==> src/hw/rtl/dtf_pkg.sv <==
// shared constants, types and helper functions for the decimal text parser
`timescale 1ns / 1ps
package dtf_pkg;

  localparam int INT_BITS        = 16;
  localparam int FRAC_BITS       = 16;
  localparam int MAX_FRAC_DIGITS = 9;

  localparam int VALUE_W    = 32;
  localparam int CH_W       = 8;
  localparam int INT_ACC_W  = INT_BITS - 1;
  localparam int FRAC_ACC_W = $clog2(10 ** MAX_FRAC_DIGITS);
  localparam int FCNT_W     = $clog2(MAX_FRAC_DIGITS + 1);
  localparam int QCNT_W     = $clog2(FRAC_BITS + 1);

  localparam logic [CH_W-1:0] CH_SPACE = 8'h20;
  localparam logic [CH_W-1:0] CH_TAB   = 8'h09;
  localparam logic [CH_W-1:0] CH_MINUS = 8'h2d;
  localparam logic [CH_W-1:0] CH_PLUS  = 8'h2b;
  localparam logic [CH_W-1:0] CH_POINT = 8'h2e;
  localparam logic [CH_W-1:0] CH_ZERO  = 8'h30;
  localparam logic [CH_W-1:0] CH_NINE  = 8'h39;

  typedef struct packed {
    logic                  in_digits;
    logic                  negative;
    logic                  point_seen;
    logic [INT_ACC_W-1:0]  int_accum;
    logic                  int_clamped;
    logic [FRAC_ACC_W-1:0] frac_accum;
    logic [FCNT_W-1:0]     frac_count;
  } acc_state_t;

  typedef struct packed {
    logic            take;
    logic            clear;
    logic [CH_W-1:0] ch;
  } acc_cmd_t;

  function automatic logic is_digit(input logic [CH_W-1:0] c);
    return (c >= CH_ZERO) && (c <= CH_NINE);
  endfunction

  // true when the character closes the number (and yields a request)
  function automatic logic ends_number(input logic in_digits, input logic [CH_W-1:0] c);
    logic cont;
    if (in_digits) begin
      cont = is_digit(c) || (c == CH_POINT);
    end else begin
      cont = is_digit(c) || (c == CH_POINT) || (c == CH_SPACE) || (c == CH_TAB) ||
             (c == CH_MINUS) || (c == CH_PLUS);
    end
    return !cont;
  endfunction

  function automatic logic [FRAC_ACC_W-1:0] pow10(input logic [FCNT_W-1:0] n);
    logic [3:0]  n4;
    logic [63:0] p;
    n4 = 4'(n);
    case (n4)
      4'd0:    p = 64'd1;
      4'd1:    p = 64'd10;
      4'd2:    p = 64'd100;
      4'd3:    p = 64'd1000;
      4'd4:    p = 64'd10000;
      4'd5:    p = 64'd100000;
      4'd6:    p = 64'd1000000;
      4'd7:    p = 64'd10000000;
      4'd8:    p = 64'd100000000;
      4'd9:    p = 64'd1000000000;
      default: p = 64'd1;
    endcase
    return p[FRAC_ACC_W-1:0];
  endfunction

endpackage

==> src/hw/rtl/dtf_if.sv <==
// request channel interfaces: character input and fixed-point result
`timescale 1ns / 1ps
interface dtf_in_if;
  import dtf_pkg::*;
  logic            valid;
  logic            ready;
  logic [CH_W-1:0] ch;
  modport source (output valid, output ch, input ready);
  modport sink (input valid, input ch, output ready);
endinterface

interface dtf_out_if;
  import dtf_pkg::*;
  logic                      valid;
  logic                      ready;
  logic signed [VALUE_W-1:0] value;
  logic                      saturated;
  modport source (output valid, output value, output saturated, input ready);
  modport sink (input valid, input value, input saturated, output ready);
endinterface

==> src/hw/rtl/decimal_text_to_fixed_parser.sv <==
// top level: character intake, sequencer and result register
`timescale 1ns / 1ps
// Parses ASCII decimal text, one character per request, into signed Q16.16.
// Leading spaces and tabs are skipped, one optional sign is taken, then digits
// with an optional point; later points are ignored and fraction digits past
// the ninth are dropped. The first character that cannot continue the number
// is consumed and produces one result; an integer part above 32767 is clamped
// and flags saturated. A character that does not end a number leaves the input
// ready for the next one. A terminating character starts the fraction scaling
// in a restoring divider that retires one quotient bit per cycle, and the
// input is held off until the result has moved into the output register,
// which may still be waiting on the sink.
module decimal_text_to_fixed_parser (
  input  logic      clk,
  input  logic      rst_n,
  dtf_in_if.sink    in_chan,
  dtf_out_if.source out_chan
);
  import dtf_pkg::*;

  typedef enum logic [1:0] {
    S_IDLE = 2'b01,
    S_DIV  = 2'b10
  } state_t;

  state_t                    state_r, state_nxt;
  logic                      out_valid_r, out_valid_nxt;
  logic signed [VALUE_W-1:0] value_r;
  logic                      sat_r;
  acc_cmd_t                  cmd;
  acc_state_t                acc;
  logic                      in_fire;
  logic                      term;
  logic                      div_done;
  logic [FRAC_BITS-1:0]      quot;
  logic                      load_out;
  logic [63:0]               mag;
  logic [63:0]               sval;

  assign in_chan.ready      = (state_r == S_IDLE);
  assign in_fire            = in_chan.valid && in_chan.ready;
  assign term               = ends_number(acc.in_digits, in_chan.ch);
  assign load_out           = (state_r == S_DIV) && div_done &&
                              (!out_valid_r || out_chan.ready);
  assign out_chan.valid     = out_valid_r;
  assign out_chan.value     = value_r;
  assign out_chan.saturated = sat_r;

  always_comb begin
    cmd.take  = in_fire && !term;
    cmd.clear = load_out;
    cmd.ch    = in_chan.ch;
  end

  dtf_accum u_accum (
    .clk   (clk),
    .rst_n (rst_n),
    .cmd   (cmd),
    .st    (acc)
  );

  dtf_div u_div (
    .clk   (clk),
    .rst_n (rst_n),
    .start (in_fire && term),
    .num   (acc.frac_accum),
    .den   (pow10(acc.frac_count)),
    .done  (div_done),
    .quot  (quot)
  );

  always_comb begin
    mag  = (64'(acc.int_accum) << FRAC_BITS) + 64'(quot);
    sval = acc.negative ? (64'd0 - mag) : mag;
  end

  always_comb begin
    state_nxt     = state_r;
    out_valid_nxt = out_valid_r;
    if (out_chan.ready) begin
      out_valid_nxt = 1'b0;
    end
    unique case (state_r)
      S_IDLE: begin
        if (in_fire && term) begin
          state_nxt = S_DIV;
        end
      end
      S_DIV: begin
        if (load_out) begin
          state_nxt     = S_IDLE;
          out_valid_nxt = 1'b1;
        end
      end
      default: state_nxt = S_IDLE;
    endcase
  end

  always_ff @(posedge clk) begin
    if (!rst_n) begin
      state_r     <= S_IDLE;
      out_valid_r <= 1'b0;
    end else begin
      state_r     <= state_nxt;
      out_valid_r <= out_valid_nxt;
    end
  end

  always_ff @(posedge clk) begin
    if (load_out) begin
      value_r <= sval[VALUE_W-1:0];
      sat_r   <= acc.int_clamped;
    end
  end

endmodule

==> src/hw/rtl/dtf_accum.sv <==
// number state: phase flags, integer and fraction digit accumulators
`timescale 1ns / 1ps
module dtf_accum (
  input  logic                clk,
  input  logic                rst_n,
  input  dtf_pkg::acc_cmd_t   cmd,
  output dtf_pkg::acc_state_t st
);
  import dtf_pkg::*;

  acc_state_t st_r, st_nxt;
  logic [3:0]             dig;
  logic [INT_ACC_W+3:0]   int_next;
  logic [FRAC_ACC_W+3:0]  frac_next;
  logic                   digit_c;
  logic                   point_c;
  logic                   proc;

  assign st = st_r;

  always_comb begin
    dig       = 4'(cmd.ch - CH_ZERO);
    int_next  = ((INT_ACC_W+4)'(st_r.int_accum) << 3) + ((INT_ACC_W+4)'(st_r.int_accum) << 1)
                + (INT_ACC_W+4)'(dig);
    frac_next = ((FRAC_ACC_W+4)'(st_r.frac_accum) << 3)
                + ((FRAC_ACC_W+4)'(st_r.frac_accum) << 1) + (FRAC_ACC_W+4)'(dig);
    digit_c   = is_digit(cmd.ch);
    point_c   = (cmd.ch == CH_POINT);
    st_nxt    = st_r;
    proc      = 1'b0;
    if (cmd.clear) begin
      st_nxt = '0;
    end else if (cmd.take) begin
      if (!st_r.in_digits) begin
        if (cmd.ch == CH_MINUS) begin
          st_nxt.negative  = 1'b1;
          st_nxt.in_digits = 1'b1;
        end else if (cmd.ch == CH_PLUS) begin
          st_nxt.in_digits = 1'b1;
        end else if (digit_c || point_c) begin
          st_nxt.in_digits = 1'b1;
          proc             = 1'b1;
        end
      end else begin
        proc = 1'b1;
      end
      if (proc && digit_c) begin
        if (!st_r.point_seen) begin
          // anything above the top field bits is past the integer limit
          if (int_next[INT_ACC_W+3:INT_ACC_W] != 4'd0) begin
            st_nxt.int_accum   = {INT_ACC_W{1'b1}};
            st_nxt.int_clamped = 1'b1;
          end else begin
            st_nxt.int_accum = int_next[INT_ACC_W-1:0];
          end
        end else if (st_r.frac_count < FCNT_W'(MAX_FRAC_DIGITS)) begin
          st_nxt.frac_accum = frac_next[FRAC_ACC_W-1:0];
          st_nxt.frac_count = st_r.frac_count + FCNT_W'(1);
        end
      end else if (proc && point_c) begin
        st_nxt.point_seen = 1'b1;
      end
    end
  end

  always_ff @(posedge clk) begin
    if (!rst_n) begin
      st_r <= '0;
    end else begin
      st_r <= st_nxt;
    end
  end

endmodule

==> src/hw/rtl/dtf_div.sv <==
// restoring divider, one quotient bit per cycle: frac * 2^FRAC_BITS / 10^count
`timescale 1ns / 1ps
module dtf_div (
  input  logic                             clk,
  input  logic                             rst_n,
  input  logic                             start,
  input  logic [dtf_pkg::FRAC_ACC_W-1:0]   num,
  input  logic [dtf_pkg::FRAC_ACC_W-1:0]   den,
  output logic                             done,
  output logic [dtf_pkg::FRAC_BITS-1:0]    quot
);
  import dtf_pkg::*;

  logic                  run_r, run_nxt;
  logic                  done_r, done_nxt;
  logic [QCNT_W-1:0]     cnt_r, cnt_nxt;
  logic [FRAC_ACC_W-1:0] rem_r, rem_nxt;
  logic [FRAC_ACC_W-1:0] den_r, den_nxt;
  logic [FRAC_BITS-1:0]  quot_r, quot_nxt;
  logic [FRAC_ACC_W:0]   shifted;
  logic [FRAC_ACC_W:0]   diff;
  logic                  ge;

  assign done = done_r;
  assign quot = quot_r;

  always_comb begin
    // remainder stays below the divisor, so the doubled value fits one extra bit
    shifted  = {rem_r, 1'b0};
    diff     = shifted - {1'b0, den_r};
    ge       = (shifted >= {1'b0, den_r});
    run_nxt  = run_r;
    done_nxt = done_r;
    cnt_nxt  = cnt_r;
    rem_nxt  = rem_r;
    den_nxt  = den_r;
    quot_nxt = quot_r;
    if (start) begin
      run_nxt  = 1'b1;
      done_nxt = 1'b0;
      cnt_nxt  = QCNT_W'(FRAC_BITS);
      rem_nxt  = num;
      den_nxt  = den;
      quot_nxt = '0;
    end else if (run_r) begin
      rem_nxt  = ge ? diff[FRAC_ACC_W-1:0] : shifted[FRAC_ACC_W-1:0];
      quot_nxt = {quot_r[FRAC_BITS-2:0], ge};
      cnt_nxt  = cnt_r - QCNT_W'(1);
      if (cnt_r == QCNT_W'(1)) begin
        run_nxt  = 1'b0;
        done_nxt = 1'b1;
      end
    end
  end

  always_ff @(posedge clk) begin
    if (!rst_n) begin
      run_r  <= 1'b0;
      done_r <= 1'b0;
      cnt_r  <= '0;
    end else begin
      run_r  <= run_nxt;
      done_r <= done_nxt;
      cnt_r  <= cnt_nxt;
    end
  end

  always_ff @(posedge clk) begin
    rem_r  <= rem_nxt;
    den_r  <= den_nxt;
    quot_r <= quot_nxt;
  end

endmodule

==> src/flat_wrapper.sv <==
// flat-port wrapper written by rule: the top's interface ports become plain ports
module decimal_text_to_fixed_parser_flat import dtf_pkg::*;
  (clk, rst_n, in_chan_valid, in_chan_ch, in_chan_ready, out_chan_valid, out_chan_value, out_chan_saturated, out_chan_ready);
  dtf_in_if in_chan_i ();
  dtf_out_if out_chan_i ();
  input  logic clk;
  input  logic rst_n;
  input wire logic [$bits(in_chan_i.valid)-1:0] in_chan_valid;
  input wire logic [$bits(in_chan_i.ch)-1:0] in_chan_ch;
  output wire logic [$bits(in_chan_i.ready)-1:0] in_chan_ready;
  output wire logic [$bits(out_chan_i.valid)-1:0] out_chan_valid;
  output wire logic [$bits(out_chan_i.value)-1:0] out_chan_value;
  output wire logic [$bits(out_chan_i.saturated)-1:0] out_chan_saturated;
  input wire logic [$bits(out_chan_i.ready)-1:0] out_chan_ready;
  assign in_chan_i.valid = in_chan_valid;
  assign in_chan_i.ch = in_chan_ch;
  assign in_chan_ready = in_chan_i.ready;
  assign out_chan_valid = out_chan_i.valid;
  assign out_chan_value = out_chan_i.value;
  assign out_chan_saturated = out_chan_i.saturated;
  assign out_chan_i.ready = out_chan_ready;
  decimal_text_to_fixed_parser u_core (.clk(clk), .rst_n(rst_n), .in_chan(in_chan_i), .out_chan(out_chan_i));
endmodule
==> config.mk <==
export PLATFORM = sky130hd
export DESIGN_NAME = decimal_text_to_fixed_parser_flat
export DESIGN_NICKNAME = d
export VERILOG_FILES = /design/src/hw/rtl/dtf_pkg.sv /design/src/hw/rtl/dtf_if.sv /design/src/hw/rtl/decimal_text_to_fixed_parser.sv /design/src/hw/rtl/dtf_accum.sv /design/src/hw/rtl/dtf_div.sv /design/src/flat_wrapper.sv
export SDC_FILE = /design/constraint.sdc
export NUM_CORES = 1
export LEC_CHECK = 0
export ABC_AREA = 1
export BUFFER_PORTS_ARGS = -buffer_cell sky130_fd_sc_hd__buf_2
export CAP_MARGIN = 5
export CORE_ASPECT_RATIO = 2
export CORE_MARGIN = 5
export CORE_UTILIZATION = 45
export CTS_CLUSTER_DIAMETER = 30
export DETAILED_ROUTE_END_ITERATION = 6
export MAX_ROUTING_LAYER = met4
export SKIP_CTS_REPAIR_TIMING = 1
export SLEW_MARGIN = 20
export SYNTH_ARGS = -nofsm -noshare
export SYNTH_HDL_FRONTEND = slang
export SYNTH_HIERARCHICAL = 1
export SYNTH_SLANG_ARGS = --single-unit
==> constraint.sdc <==
create_clock -name clk -period 4.4 [get_ports clk]
set_input_delay 0.22 -clock clk [delete_from_list [all_inputs] [get_ports clk]]
set_output_delay 0.22 -clock clk [all_outputs]
set_load 0.02 [all_outputs]
==> impl_metrics.csv <==
group,metric,value,unit
place,place.gp.congestion,1.04,
grt,overflow,0,
sta,maxSlewViolCount,0,
synth,synth_seq_cells,172,
worst_setup_path,critPathLaunchType,"register",
die,start_util,45.7,%
sta,fin_worst_skew,0.0150,ns
synth,syn_area_per_cell,6.91,um^2
layout,fillers,3075,
sta,rsz0062_at_grt,"no",
layout,final_area,14700,um^2
synth,yosysWarnings,6,
grt,antenna_found_initial,3,
routing,top_layer_used,"met4",
die,io_pins,47,
sta,timing.final.crit_share,70.8,%
status,status,"finished, final reports clean",
clock_tree,cts_buffers,17,
grt,grt_max_degree,78,
worst_setup_path,endpoint_kind,"register",
layout,area_delta_synth_final,8.75,%
die,die_h,255,um
routing,drt-total-wl,42.7,mm
sta,fmax,0.321,GHz
worst_setup_path,path_buf_inv,0,
clock_tree,clk_pin_slew,0.07,ns
worst_setup_path,reg2reg_slack,1.29,ns
die,die-width,132,um
clock_tree,cts_sinks,172,
clock_tree,clock_latency,0.45,ns
worst_setup_path,path_delay_family,"simple AND/OR/NAND/NOR gates",
worst_setup_path,crit_path_max_fanout,6,
place,dp_hpwl,34.8,mm
routing,dr.pass1.iters,7,
clock_tree,htree_levels,4,
sta,fin_crit,3.11,ns
run,drv_cap,0,
worst_setup_path,required,4.60,ns
routing,final_antenna_net_count,0,
synth,synth_top_area_share,20.7,%
sta,slew-limit-headroom,27.5,%
power,power.leakage,0.00770,uW
power,p_total,6470,uW
synth,synth.top_cells.by_count,"577 x nand2_1, 293 x inv_1, 235 x nor2_1",
layout,fin_nets,2132,
worst_setup_path,crit_top_cell,"nand2_1",
synth,synth_cell_types,51,
synth,synthCells,1951,
synth,synth_most_common_cell,"nand2_1",
place,dp_slack,1.31,ns
routing,wl_met3,892,um
clock_tree,root_buffer,"clkbuf_16",
routing,via_per_inst,5.24,
synth,seq_area_frac_synth,32.5,%
die,design.die.area,33700,um^2
sta,final.setup.worst_slack,1.29,ns
synth,synth_nets,2091,
synth,async_reset_ff_share,0,%
layout,layout-drive-gt1-share,8.08,%
routing,num_vias,12400,
worst_setup_path,crit_type,"register to register",
grt,grt_pass1_wl,66.4,mm
routing,post_drt_wl_per_cell,18.0,um
clock_tree,cts.path.max_buffers,2,
synth,synthTopCellsByArea,"edfxtp_1 21%, nand2_1 16%, dfxtp_1 12%",
worst_hold_path,min_path_type,"primary input to register",
sta,setup_viol_count_final,0,
synth,netlist_area,13500,um^2
power,powerDensity,441,nW/um^2
place,numPortBuffers,46,
routing,drt_first_iter_violations,676,
place,placed_cell_area,14000,um^2
grt,grt_pass1_vias,12400,
die,core,29500,um^2
die,fp-row-count,89,
worst_setup_path,cp_slowest_stage_delay,0.86,ns
synth,synth_top_cell_by_area,"edfxtp_1",
clock_tree,cts_tree,"done",
grt,globalRouteTotalUtil,26.1,%
routing,wl_met2,23.7,mm
worst_setup_path,crit_slowest_cell,"a31oi_1",
synth,ys.flop_type,"edfxtp_1",
worst_setup_path,arrival,3.31,ns
sta,hold_viol,0,
routing,drc,0,
synth,synth_edf_count,93,
sta,whs,0.0560,ns
routing,met1_length,14.9,mm
power,peakVddDrop,0.303,mV
sta,tns,0,ns
worst_setup_path,cp_cell_sequence,"ha_1, nand2_1, nor2_1, nand2_1, nor2_1, a31oi_1, nand3b_1, nand3_1, nand2_1",
sta,worst_pin_slew,1.08,ns
[registers in the layout (all words and copies together), names as in the netlist]
signal and flops:
u_core/out_chan.valid 1, u_core/u_div/rem_r 30, u_core/u_div/quot 16, u_core/u_div/done 1, u_core/out_chan.saturated 1, u_core/u_div/run_r 1, u_core/out_chan.value 32, u_core/state_r 2
u_core/u_div/cnt_r 5, u_core/u_accum/st 53, u_core/u_div/den_r 30
[stage by stage]
step	util (%)	cells
after floorplan	-	1951
after global placement	47.6	2336
after detailed placement	47.6	2336
after CTS	49.6	2368
after global routing	49.7	2371
final	49.7	2371
[per-layer routing]
layer / vias up / GRT usage (%)
li1: 6332 / -
met1: 5723 / 24.0
met2: 235 / 50.0
met3: 125 / 2.41
met4: 0 / 17.4
met5: - / -
[where the power goes]
group          switching [uW]  internal, uW
sequential                110          1950
clock                     715           827
combinational            1950           918
[placed cells by master (no fill, tap or decap), types with 3 or more instances in the layout]
cell       instances
o211ai_1           7
or2_2              5
nand3_1          112
a21oi_1           81
dfxtp_1           79
nor3_1            18
nand4_1           22
buf_2             46
o21ai_0           56
a31oi_1            3
o21bai_1          12
and2_1             6
o22ai_1           16
nand2_1          576
o21a_1            10
nand3b_1          10
xnor2_1           38
inv_2             10
nand2_2           15
inv_6              4
o31ai_1            3
o21ai_1           11
edfxtp_1          93
xor2_1            22
nand3_2            4
ha_1             123
nor2_2            29
nand2_4            3
nor2_1           233
nor3_2             3
fa_1               5
clkbuf_16         19
inv_1            292
buf_4              6
a21oi_2            3
[worst register-to-register path, cell delays in order (launching register included)]
cell and delay, ns:
edfxtp_1 0.38, ha_1 0.39, nand2_1 0.25, nor2_1 0.15, nand2_1 0.12, nor2_1 0.06, a31oi_1 0.86, nand3b_1 0.42
nand3_1 0.18, nand2_1 0.06
[final cells by class]
class	count	area, um^2	share of cell area [%]
diodes	2	5.00	0.0342
multi-input cells	1444	7800	53.2
well taps	364	455	3.11
clock inverters	10	93.8	0.640
clock buffers	22	497	3.39
flip-flops and latches	172	4370	29.8
repair buffers	53	285	1.95
inverters	304	1140	7.80
[final timing paths]
path                            depth (start not counted)                   endpoint                    from
worst max-delay path                                    9     u_core/u_div/rem_r[15]  u_core/u_div/rem_r[14]
worst min register to register                          0  u_core/out_chan.saturated   u_core/u_accum/st[34]
worst min-delay path                                    4      u_core/out_chan.valid          out_chan_ready
worst max register to register                          9     u_core/u_div/rem_r[15]  u_core/u_div/rem_r[14]
[cells by family (layout without fill, tap and decap cells)]
| group | after synthesis | in the layout | share of synthesized area (%) |
|---|---|---|---|
| other | 0 | 2 | 0 |
| flip-flops | 172 | 172 | 32.5 |
| AO/OA/AOI/OAI | 208 | 208 | 8.71 |
| adder cells (fa/ha/maj) | 128 | 128 | 12.2 |
| buffers and inverters | 335 | 389 | 9.79 |
| XOR/XNOR | 60 | 60 | 3.90 |
| AND/OR/NAND/NOR | 1048 | 1048 | 33.0 |
(Power assumes the default switching activity.)
